--- src/design/rsa_pkg.sv ---
// Package with the shared types and constants of the radius stop assignment block.
`timescale 1ns / 1ps

package rsa_pkg;

    localparam int COORD_W = 16;
    localparam int TAG_W   = 16;
    localparam int IDX_W   = 6;
    localparam int CNT_W   = 7;
    localparam int D2_W    = 33;
    localparam int DIST_W  = 17;

    localparam logic [1:0] MODE_CLEAR  = 2'd0;
    localparam logic [1:0] MODE_APPEND = 2'd1;
    localparam logic [1:0] MODE_QUERY  = 2'd2;

    localparam logic [COORD_W-1:0] RADIUS_RESET = 16'd5120;

    typedef struct packed {
        logic [TAG_W-1:0] tag;
        logic [IDX_W-1:0] idx;
        logic [D2_W-1:0]  d2;
        logic             in_radius;
        logic             last;
    } cand_t;

    typedef struct packed {
        logic full;
        logic empty;
    } q_status_t;

endpackage

--- src/design/rsa_if.sv ---
// Handshake interfaces for the input item channel and the result channel.
`timescale 1ns / 1ps

interface rsa_item_if;
    logic        valid;
    logic        ready;
    logic [1:0]  mode;
    logic [15:0] coord_x;
    logic [15:0] coord_y;
    logic [15:0] student_id;

    modport source (output valid, mode, coord_x, coord_y, student_id, input ready);
    modport sink   (input valid, mode, coord_x, coord_y, student_id, output ready);
endinterface

interface rsa_result_if;
    logic        valid;
    logic        ready;
    logic [15:0] student_tag;
    logic [5:0]  stop_index;
    logic [16:0] walk_distance;
    logic        in_radius;
    logic        last;

    modport source (output valid, student_tag, stop_index, walk_distance, in_radius, last,
                    input ready);
    modport sink   (input valid, student_tag, stop_index, walk_distance, in_radius, last,
                    output ready);
endinterface

--- src/design/rsa_queue.sv ---
// Short candidate queue between the scanning front end and the root back end.
`timescale 1ns / 1ps

module rsa_queue
(
    input  logic           clk,
    input  logic           rst_n,
    input  logic           push,
    input  rsa_pkg::cand_t push_data,
    input  logic           pop,
    output rsa_pkg::cand_t pop_data,
    output rsa_pkg::q_status_t status
);
    import rsa_pkg::*;

    localparam int DEPTH = 4;
    localparam int PTR_W = $clog2(DEPTH);

    cand_t            slot_reg [DEPTH];
    logic [PTR_W-1:0] wr_ptr_reg;
    logic [PTR_W-1:0] rd_ptr_reg;
    logic [PTR_W:0]   fill_reg;
    logic             do_push;
    logic             do_pop;

    assign status.full  = (fill_reg == (PTR_W+1)'(DEPTH));
    assign status.empty = (fill_reg == '0);
    assign do_push      = push && !status.full;
    assign do_pop       = pop && !status.empty;
    assign pop_data     = slot_reg[rd_ptr_reg];

    always_ff @(posedge clk)
    begin
        if (do_push)
        begin
            slot_reg[wr_ptr_reg] <= push_data;
        end
    end

    always_ff @(posedge clk or negedge rst_n)
    begin
        if (!rst_n)
        begin
            wr_ptr_reg <= '0;
            rd_ptr_reg <= '0;
            fill_reg   <= '0;
        end
        else
        begin
            if (do_push)
            begin
                wr_ptr_reg <= wr_ptr_reg + 1'b1;
            end
            if (do_pop)
            begin
                rd_ptr_reg <= rd_ptr_reg + 1'b1;
            end
            if (do_push && !do_pop)
            begin
                fill_reg <= fill_reg + 1'b1;
            end
            else if (do_pop && !do_push)
            begin
                fill_reg <= fill_reg - 1'b1;
            end
        end
    end

    assert property (@(posedge clk) disable iff (!rst_n) fill_reg <= (PTR_W+1)'(DEPTH))
        else $error("Queue fill level beyond its depth.");
    assert property (@(posedge clk) disable iff (!rst_n)
                     (do_push && !do_pop) |=> fill_reg == $past(fill_reg) + 1'b1)
        else $error("Queue fill level did not grow on a push.");
    assert property (@(posedge clk) disable iff (!rst_n)
                     (do_pop && !do_push) |=> fill_reg == $past(fill_reg) - 1'b1)
        else $error("Queue fill level did not shrink on a pop.");

endmodule

--- src/design/rsa_front.sv ---
// Front end: stop table, append and clear handling, and the pipelined distance scan.
`timescale 1ns / 1ps

module rsa_front #(
    parameter int MAX_STOPS = 64
)
(
    input  logic               clk,
    input  logic               rst_n,
    rsa_item_if.sink           items,
    input  logic [15:0]        walk_radius,
    output logic               push,
    output rsa_pkg::cand_t     push_data,
    input  rsa_pkg::q_status_t q_status
);
    import rsa_pkg::*;

    localparam int ADDR_W = (MAX_STOPS > 1) ? $clog2(MAX_STOPS) : 1;

    typedef enum logic [1:0] {IDLE, SCAN, FINISH} state_t;

    state_t               state_reg;
    state_t               state_next;
    logic [2*COORD_W-1:0] table_mem [MAX_STOPS];
    logic [CNT_W-1:0]     count_reg;
    logic [COORD_W-1:0]   px_reg;
    logic [COORD_W-1:0]   py_reg;
    logic [TAG_W-1:0]     tag_reg;
    logic [D2_W-1:0]      r2_reg;
    logic [CNT_W-1:0]     issue_idx_reg;
    logic                 issue_act_reg;

    logic                 v1_reg, v2_reg, v3_reg, v4_reg;
    logic                 fin1_reg, fin2_reg, fin3_reg, fin4_reg;
    logic [IDX_W-1:0]     idx1_reg, idx2_reg, idx3_reg, idx4_reg;
    logic [2*COORD_W-1:0] rd_reg;
    logic [COORD_W-1:0]   dx_reg, dy_reg;
    logic [2*COORD_W-1:0] sqx_reg, sqy_reg;
    logic [D2_W-1:0]      d2_reg;

    cand_t                pend_reg;
    logic                 pend_v_reg;
    logic [D2_W-1:0]      best_d2_reg;
    logic [IDX_W-1:0]     best_idx_reg;

    logic                 accept;
    logic                 hit;
    logic                 en;
    logic                 issue_fin;
    logic [COORD_W-1:0]   sx;
    logic [COORD_W-1:0]   sy;

    assign items.ready = (state_reg == IDLE);
    assign accept      = items.valid && items.ready;
    assign hit         = (d2_reg <= r2_reg);
    assign en          = !(v4_reg && hit && pend_v_reg && q_status.full);
    assign issue_fin   = (issue_idx_reg == count_reg - 1'b1);
    assign sx          = rd_reg[2*COORD_W-1:COORD_W];
    assign sy          = rd_reg[COORD_W-1:0];

    always_comb
    begin
        push      = 1'b0;
        push_data = pend_reg;
        case (state_reg)
            SCAN:
            begin
                push = v4_reg && hit && pend_v_reg;
            end
            FINISH:
            begin
                push = 1'b1;
                if (pend_v_reg)
                begin
                    push_data.last = 1'b1;
                end
                else
                begin
                    push_data.tag       = tag_reg;
                    push_data.idx       = best_idx_reg;
                    push_data.d2        = best_d2_reg;
                    push_data.in_radius = 1'b0;
                    push_data.last      = 1'b1;
                end
            end
            default:
            begin
                push = 1'b0;
            end
        endcase
    end

    always_comb
    begin
        state_next = state_reg;
        case (state_reg)
            IDLE:
            begin
                if (accept && items.mode == MODE_QUERY && count_reg != '0)
                begin
                    state_next = SCAN;
                end
            end
            SCAN:
            begin
                if (v4_reg && en && fin4_reg)
                begin
                    state_next = FINISH;
                end
            end
            FINISH:
            begin
                if (!q_status.full)
                begin
                    state_next = IDLE;
                end
            end
            default:
            begin
                state_next = IDLE;
            end
        endcase
    end

    always_ff @(posedge clk)
    begin
        if (accept && items.mode == MODE_APPEND && count_reg < CNT_W'(MAX_STOPS))
        begin
            table_mem[count_reg[ADDR_W-1:0]] <= {items.coord_x, items.coord_y};
        end
        if (state_reg == SCAN && en)
        begin
            rd_reg <= table_mem[issue_idx_reg[ADDR_W-1:0]];
        end
    end

    always_ff @(posedge clk)
    begin
        if (accept)
        begin
            px_reg  <= items.coord_x;
            py_reg  <= items.coord_y;
            tag_reg <= items.student_id;
            r2_reg  <= D2_W'({{COORD_W{1'b0}}, walk_radius} * {{COORD_W{1'b0}}, walk_radius});
        end
        if (en)
        begin
            idx1_reg <= issue_idx_reg[IDX_W-1:0];
            fin1_reg <= issue_fin;
            idx2_reg <= idx1_reg;
            fin2_reg <= fin1_reg;
            dx_reg   <= (px_reg >= sx) ? px_reg - sx : sx - px_reg;
            dy_reg   <= (py_reg >= sy) ? py_reg - sy : sy - py_reg;
            idx3_reg <= idx2_reg;
            fin3_reg <= fin2_reg;
            sqx_reg  <= {{COORD_W{1'b0}}, dx_reg} * {{COORD_W{1'b0}}, dx_reg};
            sqy_reg  <= {{COORD_W{1'b0}}, dy_reg} * {{COORD_W{1'b0}}, dy_reg};
            idx4_reg <= idx3_reg;
            fin4_reg <= fin3_reg;
            d2_reg   <= {1'b0, sqx_reg} + {1'b0, sqy_reg};
        end
        if (state_reg == SCAN && v4_reg && en)
        begin
            if (idx4_reg == '0 || d2_reg < best_d2_reg)
            begin
                best_d2_reg  <= d2_reg;
                best_idx_reg <= idx4_reg;
            end
            if (hit)
            begin
                pend_reg.tag       <= tag_reg;
                pend_reg.idx       <= idx4_reg;
                pend_reg.d2        <= d2_reg;
                pend_reg.in_radius <= 1'b1;
                pend_reg.last      <= 1'b0;
            end
        end
    end

    always_ff @(posedge clk or negedge rst_n)
    begin
        if (!rst_n)
        begin
            state_reg     <= IDLE;
            count_reg     <= '0;
            issue_idx_reg <= '0;
            issue_act_reg <= 1'b0;
            v1_reg        <= 1'b0;
            v2_reg        <= 1'b0;
            v3_reg        <= 1'b0;
            v4_reg        <= 1'b0;
            pend_v_reg    <= 1'b0;
        end
        else
        begin
            state_reg <= state_next;
            if (accept && items.mode == MODE_CLEAR)
            begin
                count_reg <= '0;
            end
            else if (accept && items.mode == MODE_APPEND && count_reg < CNT_W'(MAX_STOPS))
            begin
                count_reg <= count_reg + 1'b1;
            end
            if (state_reg == IDLE)
            begin
                issue_idx_reg <= '0;
                issue_act_reg <= accept && items.mode == MODE_QUERY && count_reg != '0;
                pend_v_reg    <= 1'b0;
                v1_reg        <= 1'b0;
                v2_reg        <= 1'b0;
                v3_reg        <= 1'b0;
                v4_reg        <= 1'b0;
            end
            else if (state_reg == SCAN && en)
            begin
                v1_reg <= issue_act_reg;
                v2_reg <= v1_reg;
                v3_reg <= v2_reg;
                v4_reg <= v3_reg;
                if (issue_act_reg)
                begin
                    issue_idx_reg <= issue_idx_reg + 1'b1;
                    if (issue_fin)
                    begin
                        issue_act_reg <= 1'b0;
                    end
                end
                if (v4_reg && hit)
                begin
                    pend_v_reg <= 1'b1;
                end
            end
        end
    end

    assert property (@(posedge clk) disable iff (!rst_n) push |-> state_reg != IDLE)
        else $error("Candidate pushed while no query is running.");
    assert property (@(posedge clk) disable iff (!rst_n)
                     issue_act_reg |-> issue_idx_reg < count_reg)
        else $error("Scan issued an index beyond the stored stops.");
    assert property (@(posedge clk) disable iff (!rst_n)
                     (state_reg == FINISH && !q_status.full) |=> state_reg == IDLE)
        else $error("Query did not close after its final result.");

endmodule

--- src/design/rsa_back.sv ---
// Back end: bit-serial square root of each candidate and the result output register.
`timescale 1ns / 1ps

module rsa_back
(
    input  logic               clk,
    input  logic               rst_n,
    input  rsa_pkg::cand_t     pop_data,
    input  rsa_pkg::q_status_t q_status,
    output logic               pop,
    rsa_result_if.source       results
);
    import rsa_pkg::*;

    typedef enum logic [1:0] {IDLE, ROOT, HOLD} state_t;

    localparam int STEPS = DIST_W;

    state_t              state_reg;
    logic [2*STEPS-1:0]  val_reg;
    logic [DIST_W+1:0]   rem_reg;
    logic [DIST_W-1:0]   root_reg;
    logic [4:0]          step_reg;
    logic [TAG_W-1:0]    tag_reg;
    logic [IDX_W-1:0]    idx_reg;
    logic                inr_reg;
    logic                last_reg;
    logic                ov_reg;
    logic [DIST_W+3:0]   shifted;
    logic [DIST_W+3:0]   trial;
    logic                take;
    logic                load;

    assign pop     = (state_reg == IDLE) && !q_status.empty;
    assign shifted = {rem_reg, val_reg[2*STEPS-1:2*STEPS-2]};
    assign trial   = {2'b00, root_reg, 2'b01};
    assign take    = (shifted >= trial);
    assign load    = (state_reg == HOLD) && (!ov_reg || results.ready);
    assign results.valid = ov_reg;

    always_ff @(posedge clk)
    begin
        if (pop)
        begin
            val_reg  <= {1'b0, pop_data.d2};
            rem_reg  <= '0;
            root_reg <= '0;
            tag_reg  <= pop_data.tag;
            idx_reg  <= pop_data.idx;
            inr_reg  <= pop_data.in_radius;
            last_reg <= pop_data.last;
        end
        else if (state_reg == ROOT)
        begin
            val_reg <= {val_reg[2*STEPS-3:0], 2'b00};
            if (take)
            begin
                rem_reg  <= (DIST_W+2)'(shifted - trial);
                root_reg <= {root_reg[DIST_W-2:0], 1'b1};
            end
            else
            begin
                rem_reg  <= shifted[DIST_W+1:0];
                root_reg <= {root_reg[DIST_W-2:0], 1'b0};
            end
        end
        if (load)
        begin
            results.student_tag   <= tag_reg;
            results.stop_index    <= idx_reg;
            results.walk_distance <= root_reg;
            results.in_radius     <= inr_reg;
            results.last          <= last_reg;
        end
    end

    always_ff @(posedge clk or negedge rst_n)
    begin
        if (!rst_n)
        begin
            state_reg <= IDLE;
            step_reg  <= '0;
            ov_reg    <= 1'b0;
        end
        else
        begin
            case (state_reg)
                IDLE:
                begin
                    step_reg <= '0;
                    if (pop)
                    begin
                        state_reg <= ROOT;
                    end
                end
                ROOT:
                begin
                    step_reg <= step_reg + 1'b1;
                    if (step_reg == 5'(STEPS - 1))
                    begin
                        state_reg <= HOLD;
                    end
                end
                HOLD:
                begin
                    if (load)
                    begin
                        state_reg <= IDLE;
                    end
                end
                default:
                begin
                    state_reg <= IDLE;
                end
            endcase
            if (load)
            begin
                ov_reg <= 1'b1;
            end
            else if (results.ready)
            begin
                ov_reg <= 1'b0;
            end
        end
    end

    assert property (@(posedge clk) disable iff (!rst_n) pop |=> state_reg == ROOT)
        else $error("Root unit did not start after taking a candidate.");
    assert property (@(posedge clk) disable iff (!rst_n)
                     (ov_reg && !results.ready) |=> ov_reg)
        else $error("Result dropped while stalled.");
    assert property (@(posedge clk) disable iff (!rst_n)
                     state_reg == ROOT |-> step_reg < 5'(STEPS))
        else $error("Root step count overran.");

endmodule

--- src/design/radius_stop_assignment_unit.sv ---
// Top level of the radius stop assignment block: radius register, front end, queue, back end.
// Clear and append each complete in a single handshake; a query holds the input
// while the front end scans its n stored stops through a four-stage distance pipeline.
// Each result then passes through the bit-serial square root unit before it reaches
// the output register; the root unit takes the next candidate only after that load.
// Reset is asynchronous and active low; it empties the stop table and sets the radius to 20.0.
`timescale 1ns / 1ps

module radius_stop_assignment_unit #(
    parameter int MAX_STOPS = 64
)
(
    input  logic          clk,
    input  logic          rst_n,
    rsa_item_if.sink      items,
    rsa_result_if.source  results,
    input  logic          wr_en,
    input  logic [15:0]   wr_data
);
    import rsa_pkg::*;

    logic [15:0] walk_radius_reg;
    logic        push;
    logic        pop;
    cand_t       push_data;
    cand_t       pop_data;
    q_status_t   q_status;

    always_ff @(posedge clk or negedge rst_n)
    begin
        if (!rst_n)
        begin
            walk_radius_reg <= RADIUS_RESET;
        end
        else if (wr_en)
        begin
            walk_radius_reg <= wr_data;
        end
    end

    rsa_front #(.MAX_STOPS(MAX_STOPS)) u_front
    (
        .clk         (clk),
        .rst_n       (rst_n),
        .items       (items),
        .walk_radius (walk_radius_reg),
        .push        (push),
        .push_data   (push_data),
        .q_status    (q_status)
    );

    rsa_queue u_queue
    (
        .clk       (clk),
        .rst_n     (rst_n),
        .push      (push),
        .push_data (push_data),
        .pop       (pop),
        .pop_data  (pop_data),
        .status    (q_status)
    );

    rsa_back u_back
    (
        .clk      (clk),
        .rst_n    (rst_n),
        .pop_data (pop_data),
        .q_status (q_status),
        .pop      (pop),
        .results  (results)
    );

endmodule
--- src/flat_wrapper.sv ---
// flat-port wrapper written by rule: the top's interface ports become plain ports
module radius_stop_assignment_unit_flat import rsa_pkg::*;
#(
    parameter int MAX_STOPS = 64
)
  (clk, rst_n, wr_en, wr_data, items_valid, items_mode, items_coord_x, items_coord_y, items_student_id, items_ready, results_valid, results_student_tag, results_stop_index, results_walk_distance, results_in_radius, results_last, results_ready);
  rsa_item_if items_i ();
  rsa_result_if results_i ();
  input  logic clk;
  input  logic rst_n;
  input  logic wr_en;
  input  logic [15:0] wr_data;
  input wire logic [$bits(items_i.valid)-1:0] items_valid;
  input wire logic [$bits(items_i.mode)-1:0] items_mode;
  input wire logic [$bits(items_i.coord_x)-1:0] items_coord_x;
  input wire logic [$bits(items_i.coord_y)-1:0] items_coord_y;
  input wire logic [$bits(items_i.student_id)-1:0] items_student_id;
  output wire logic [$bits(items_i.ready)-1:0] items_ready;
  output wire logic [$bits(results_i.valid)-1:0] results_valid;
  output wire logic [$bits(results_i.student_tag)-1:0] results_student_tag;
  output wire logic [$bits(results_i.stop_index)-1:0] results_stop_index;
  output wire logic [$bits(results_i.walk_distance)-1:0] results_walk_distance;
  output wire logic [$bits(results_i.in_radius)-1:0] results_in_radius;
  output wire logic [$bits(results_i.last)-1:0] results_last;
  input wire logic [$bits(results_i.ready)-1:0] results_ready;
  assign items_i.valid = items_valid;
  assign items_i.mode = items_mode;
  assign items_i.coord_x = items_coord_x;
  assign items_i.coord_y = items_coord_y;
  assign items_i.student_id = items_student_id;
  assign items_ready = items_i.ready;
  assign results_valid = results_i.valid;
  assign results_student_tag = results_i.student_tag;
  assign results_stop_index = results_i.stop_index;
  assign results_walk_distance = results_i.walk_distance;
  assign results_in_radius = results_i.in_radius;
  assign results_last = results_i.last;
  assign results_i.ready = results_ready;
  radius_stop_assignment_unit #(.MAX_STOPS(MAX_STOPS)) u_core (.clk(clk), .rst_n(rst_n), .items(items_i), .results(results_i), .wr_en(wr_en), .wr_data(wr_data));
endmodule
--- config.mk ---
export PLATFORM = sky130hd
export DESIGN_NAME = radius_stop_assignment_unit_flat
export DESIGN_NICKNAME = d
export VERILOG_FILES = /design/src/design/rsa_pkg.sv /design/src/design/rsa_if.sv /design/src/design/rsa_queue.sv /design/src/design/rsa_front.sv /design/src/design/rsa_back.sv /design/src/design/radius_stop_assignment_unit.sv /design/src/flat_wrapper.sv
export SDC_FILE = /design/constraint.sdc
export NUM_CORES = 2
export LEC_CHECK = 0
export BUFFER_PORTS_ARGS = -buffer_cell sky130_fd_sc_hd__buf_2
export CORE_ASPECT_RATIO = 0.8
export CORE_MARGIN = 3
export CORE_UTILIZATION = 58
export DETAILED_ROUTE_END_ITERATION = 16
export GPL_TIMING_DRIVEN = 0
export PLACE_DENSITY = 0.8
export SLEW_MARGIN = 20
export SYNTH_ARGS = -nofsm -noshare
export SYNTH_HDL_FRONTEND = slang
export SYNTH_SLANG_ARGS = --single-unit
export TNS_END_PERCENT = 1
--- constraint.sdc ---
create_clock -name clk -period 6.34 [get_ports clk]
set_input_delay 0.951 -clock clk [delete_from_list [all_inputs] [get_ports clk]]
set_output_delay 0.951 -clock clk [all_outputs]
set_load 0.01 [all_outputs]
**Word level (Yosys, flattened, before mapping)**

Memories as Yosys holds them, arrays and structs flattened. A register that Yosys moved wholly into a read port is not among the register bits.
Cells that the tools add are included.

- Bits of input ports: 71
- Register bits after elaboration: 519
- Memories: 2
- Memory bits (writable): 2,276
- Output and inout port bits: 43
- Word-level logic and storage cells: 185

- Eq/ne operators: 15
- Reduce and logical (&&, ||, !) cells: 48
- $lt $le $gt $ge: 6
- Multiplexer cells: 46
- Multiply operators: 3
- Add/sub/neg operators: 14

Memories:

| memory | words | width | rd ports | clocked after memory_dff | wr ports | RTL line | text |
|---|---|---|---|---|---|---|---|
| u_core.u_front.table_mem | 64 | 32 | 1 | 1 | 1 | rsa_front.sv:24 | `logic [2*COORD_W-1:0] table_mem [MAX_STOPS];` |
| u_core.u_queue.slot_reg | 4 | 57 | 1 | 0 | 1 | rsa_queue.sv:19 | `cand_t slot_reg [DEPTH];` |

Operators with widths:

| cell | number |
|---|---|
| $mul 16x16->32 | 3 |
| $mux 33 | 2 |
| $sub 16x16->16 | 4 |
| $mux 57 | 1 |
| $mux 56 | 1 |
| $mux 7 | 5 |
| $add 32x32->33 | 1 |
| $le 33x32->1 | 1 |
| $lt 33x33->1 | 1 |
| $ge 16x16->1 | 2 |
| $mux 16 | 2 |
| $mux 1 | 22 |
| $ge 21x19->1 | 1 |
| $logic_and 1x1->1 | 20 |
| $mux 19 | 1 |
| $sub 19x19->19 | 1 |
| $reduce_bool 2->1 | 8 |
| $add 7x1->7 const B | 2 |
| $mux 2 | 6 |
| $pmux 2 s3 | 2 |
| $pmux 5 s2 | 1 |
| $reduce_and 2->1 | 4 |
| $eq 7x7->1 | 1 |
| $lt 7x7->1 const B | 1 |
| other kinds (20) | 39 |

**Depth between registers and ports, before layout**

- Word-level depth: 9
- Gate-level depth with buffers: 26
- Depth with buffers taken out: 24

**Hierarchy**

A second synthesis with hierarchy kept.

- Cells, all modules: 7,751
- Area, all modules: 133,111.4 µm²

Modules (own cells, without submodules):

| module | times used | area each (µm²) | seq. area each (µm²) | cells an instance |
|---|---|---|---|---|
| rsa_front | 1 | 117,671.6 | 72,859.9 | 6,841 |
| rsa_queue | 1 | 8,653.3 | 7,021.7 | 334 |
| rsa_back | 1 | 6,134.6 | 3,883.7 | 542 |
| radius_stop_assignment_unit | 1 | 651.9 | 402.9 | 34 |

**Worst setup path before layout**

OpenSTA, ideal clock, no wires.

- Path type: register to register
- Start: reg u_core.u_front.dy_reg[1]
- End: reg u_core.u_front.sqy_reg[28], data pin
- Path buffers: 2
- Arrival time: 6.035 ns
- Stages on the path, launching flop included: 23
- Path slack: 0.039 ns
- Clock period less this slack: 6.301 ns
- Required time: 6.075 ns
- Library setup time: 0.265 ns
- Cells stage by stage: edfxtp_1 > clkbuf_1 > clkbuf_1 > nand2_1 > fa_1 > fa_1 > inv_1 > fa_1 > fa_1 > fa_1 > inv_1 > fa_1 > inv_1 > ha_1 > a21o_1 > a21o_1 > a21o_1 > a21o_1 > a221o_1 > a311o_1 > o211ai_1 > a21oi_1 > xor2_1

- Longest elaborated chain between the ends: 1

RTL lines:

| item | RTL line | text |
|---|---|---|
| from (decl) | rsa_front.sv:37 | `logic [COORD_W-1:0] dx_reg, dy_reg;` |
| from (signal assigned) | rsa_front.sv:153 | `dy_reg <= (py_reg >= sy) ? py_reg - sy : sy - py_reg;` |
| $mul 16x16->32 | rsa_front.sv:157 | `sqy_reg <= {{COORD_W{1'b0}}, dy_reg} * {{COORD_W{1'b0}}, dy_reg};` |
| to (signal assigned) | rsa_front.sv:157 |  |
| to (decl) | rsa_front.sv:38 | `logic [2*COORD_W-1:0] sqx_reg, sqy_reg;` |

No other way between the ends.
A chain may end at the register's enable or synchronous reset.

**Final worst setup path**

- Start: reg u_core.walk_radius_reg[10]
- End: reg u_core.u_front.r2_reg[31], data pin

- Longest elaborated chain between the ends: 1

RTL lines:

| item | RTL line | text |
|---|---|---|
| from (decl) | radius_stop_assignment_unit.sv:22 | `logic [15:0] walk_radius_reg;` |
| from (signal assigned) | radius_stop_assignment_unit.sv:37 | `walk_radius_reg <= wr_data;` |
| $mul 16x16->32 | rsa_front.sv:144 | `r2_reg <= D2_W'({{COORD_W{1'b0}}, walk_radius} * {{COORD_W{1'b0}}, walk_radius});` |
| to (signal assigned) | rsa_front.sv:144 |  |
| to (decl) | rsa_front.sv:29 | `logic [D2_W-1:0] r2_reg;` |

No other way between the ends.

==> run_results.csv <==
group,metric,value,unit
place,io_buffer_count,112,
final_layout,area_growth,13.2,%
floorplan,die_area,0.235,sq mm
clock_tree,cts_root_buf,"clkbuf_16",
clock_tree,clockBufferDepth,4,
synthesis,synth_cell_types,84,
global_routing,grt_pass1_wl,549,mm
timing,hold_ws,0.303,ns
clock_tree,clock_sinks,2824,
place,hpwlAfterDp,237,mm
timing,finalClockSkew,0.116,ns
synthesis,syn_nets,8827,
synthesis,synthCells,7772,
global_routing,gr-usage-all-layers,0.326,
route,wl_per_cell,32.9,microns
timing,fmax,156,MHz
setup_path,max_stage_delay,0.57,ns
setup_path,cp.required,6.93,ns
timing,setup_ws,-0.0684,ns
route,top_layer,"met5",
place,place.gp.congestion,0.910,
setup_path,start_kind,"flop",
setup_path,slowest_stage,"dfstp_2",
final_layout,fin_nets,9388,
setup_path,crit_type,"flop to flop",
timing,finalCriticalPeriod,6.41,ns
floorplan,row_count,156,
global_routing,grt_overflow,0,
job,cap_violations,0,
synthesis,post_synth.cell_area_avg,17.1,sq um
synthesis,ys_seq_area_frac,0.633,
timing,slew_headroom,0.169,
timing,drv_slew,0,
setup_path,crit_top_cell,"fa_1",
setup_path,cp_max_fo,10,
route,dr_wl_met3,43.2,mm
synthesis,synth_edf_count,2734,
final_layout,final_common_cell,"edfxtp_1",
clock_tree,clock_latency,0.90,ns
final_layout,most-common-layout-cells,"2734 x edfxtp_1, 925 x inv_1, 729 x mux4_2",
route,wl,381,mm
clock_tree,cts-htree-levels,5,
route,drt-initial-drc-count,11198,
synthesis,synthArstFlopShare,0.0188,
synthesis,synth_area,0.133,sq mm
timing,setup_violations,6,
synthesis,ys_warn_count,0,
timing,hold_viol,0,
route,route.detailed.drc,0,
clock_tree,clk_pin_slew,0.06,ns
route,drt_pass1_iterations,6,
route,num_vias,76669,
route,met1_length,128,mm
timing,grt_setup_unrepaired,"yes",
floorplan,die_width,541,microns
timing,tightest_slew,1.25,ns
status,violations,"setup timing",
route,via_per_inst,6.63,
route,ant_nets,0,
timing,period_share,1.01,
final_layout,largest_register_ffs,2048,
setup_path,arrival,7.00,ns
final_layout,drive_above_1_share,0.214,
floorplan,start_util,0.586,
clock_tree,cts_buffers,268,
floorplan,coreArea,0.227,sq mm
synthesis,synth_seq_cells,2824,
worst_hold_path,min_path_type,"primary input to flop",
setup_path,critPathCaptureType,"flop",
clock_tree,tritoncts,"yes",
floorplan,die_h,434,microns
synthesis,synthFlopType,"edfxtp_1",
setup_path,crit_chain,"clkbuf_16 > nand2_1 > fa_1 > buf_4 > fa_1 > fa_1 > fa_1 > fa_1 > fa_2 > inv_1 > ha_2 > a21oi_2 > o21ai_2 > a2111oi_4 > nor3_2 > a21o_1 > a21o_1 > a221oi_4 > mux2i_2 > a2111oi_4",
global_routing,grt_max_degree,66,
route,met2_length,182,mm
global_routing,antenna_found_initial,51,
global_routing,grt_pass1_vias,78556,
status,outcome,"finished with violations",
floorplan,boundaryPins,114,
-- what timing repair did --
item,CTS,global route
endpoints found under the setup margin,50,33
hold buffers,1,0
resized for setup,205,136
endpoints found under the hold margin,7,0
buffers inserted,58,41
pin swaps,46,74
-- area by class of cell --
| cell class | instances | area (sq um) |
|---|---|---|
| Sequential cell | 2824 | 84200 |
| Fill cell | 14053 | 76400 |
| Buffer | 293 | 1630 |
| Inverter | 948 | 3570 |
| Tap cell | 3002 | 3760 |
| Timing Repair Buffer | 297 | 3450 |
| Clock inverter | 151 | 1500 |
| Multi-Input combinational cell | 3701 | 45300 |
| Clock buffer | 326 | 7080 |
| Antenna cell | 25 | 62.6 |
-- worst max-delay path, delay by kind of cell, from the launching register on --
family / cells / cell delay [ns]
adders and majority gates: 7 / 3.24
DFF: 1 / 0.57
and+or+nand+nor: 2 / 0.17
muxes: 1 / 0.12
buffers and inverters: 3 / 0.39
AOI/OAI and AO/OA: 7 / 1.69
-- cells in the mapped netlist (52+ instances only) --
cell type  instances  share of area
ha_1             492          0.046
o21ai_0          167         0.0063
mux4_2           729           0.12
xnor2_1          121         0.0080
clkbuf_1         200         0.0056
edfxtp_1        2734           0.62
fa_1             492          0.074
a21o_1           101         0.0057
inv_1            946          0.027
a21oi_1          148         0.0056
buf_2             57         0.0021
nand2_1          464          0.013
and2_1           118         0.0056
xor2_1            67         0.0044
nor2_1           229         0.0065
nand3_1           52         0.0020
-- path summary, 6_finish.rpt --
check	slack (ns)	to	cells past startpoint	from
max	-0.07	u_core.u_front.r2_reg[31]$_DFFE_PP_	20	u_core.walk_radius_reg[10]$_DFFE_PN1P_
min	0.30	u_core.u_front.tag_reg[11]$_DFFE_PP_	1	items_student_id[11]
max reg2reg	-0.07	u_core.u_front.r2_reg[31]$_DFFE_PP_	20	u_core.walk_radius_reg[10]$_DFFE_PN1P_
min reg2reg	0.42	u_core.u_front.fin4_reg$_DFFE_PN_	0	u_core.u_front.fin3_reg$_DFFE_PN_
max in group asynchronous	5.12	u_core.u_front.count_reg[0]$_DFFE_PN0P_	3	rst_n
min in group asynchronous	0.60	u_core.walk_radius_reg[8]$_DFFE_PN0P_	2	rst_n
-- metrics by stage --
step / cells / worst slack (ns) / instance area [sq um] / setup TNS [ns] / utilization
floorplan: 7772 / 0.0393 / 133000 / 0 / -
global placement: 10886 / -1.71 / 137000 / -345.08 / 0.605
detailed placement: 10971 / -1.25 / 140000 / -28.15 / 0.616
CTS: 11501 / -0.142 / 150000 / -0.626 / 0.659
global route: 11546 / -0.248 / 151000 / -2.70 / 0.663
finish: 11567 / -0.0684 / 151000 / -0.256 / 0.663
-- cells by family (layout without fill, tap and decap cells) --
family                   Yosys count  count (layout)  synth area share
AO/OA/AOI/OAI                    633             633            0.0309
XOR/XNOR                         188             188            0.0124
flip-flops                      2824            2824             0.633
buffers and inverters           1247            2015            0.0360
AND/OR/NAND/NOR                 1085            1085            0.0376
other                              0              25                 0
multiplexers                     811             811             0.130
adder cells (fa/ha/maj)          984             984             0.120
-- routing by layer --
layer  up-vias  GRT usage
met2      6127      0.525
met4        24      0.194
met5         -          0
li1      30242          -
met3      1481     0.0771
met1     38795      0.408
Power is not shown: default switching activity piles up to over one toggle a cycle in this logic, so the estimate is an artifact.
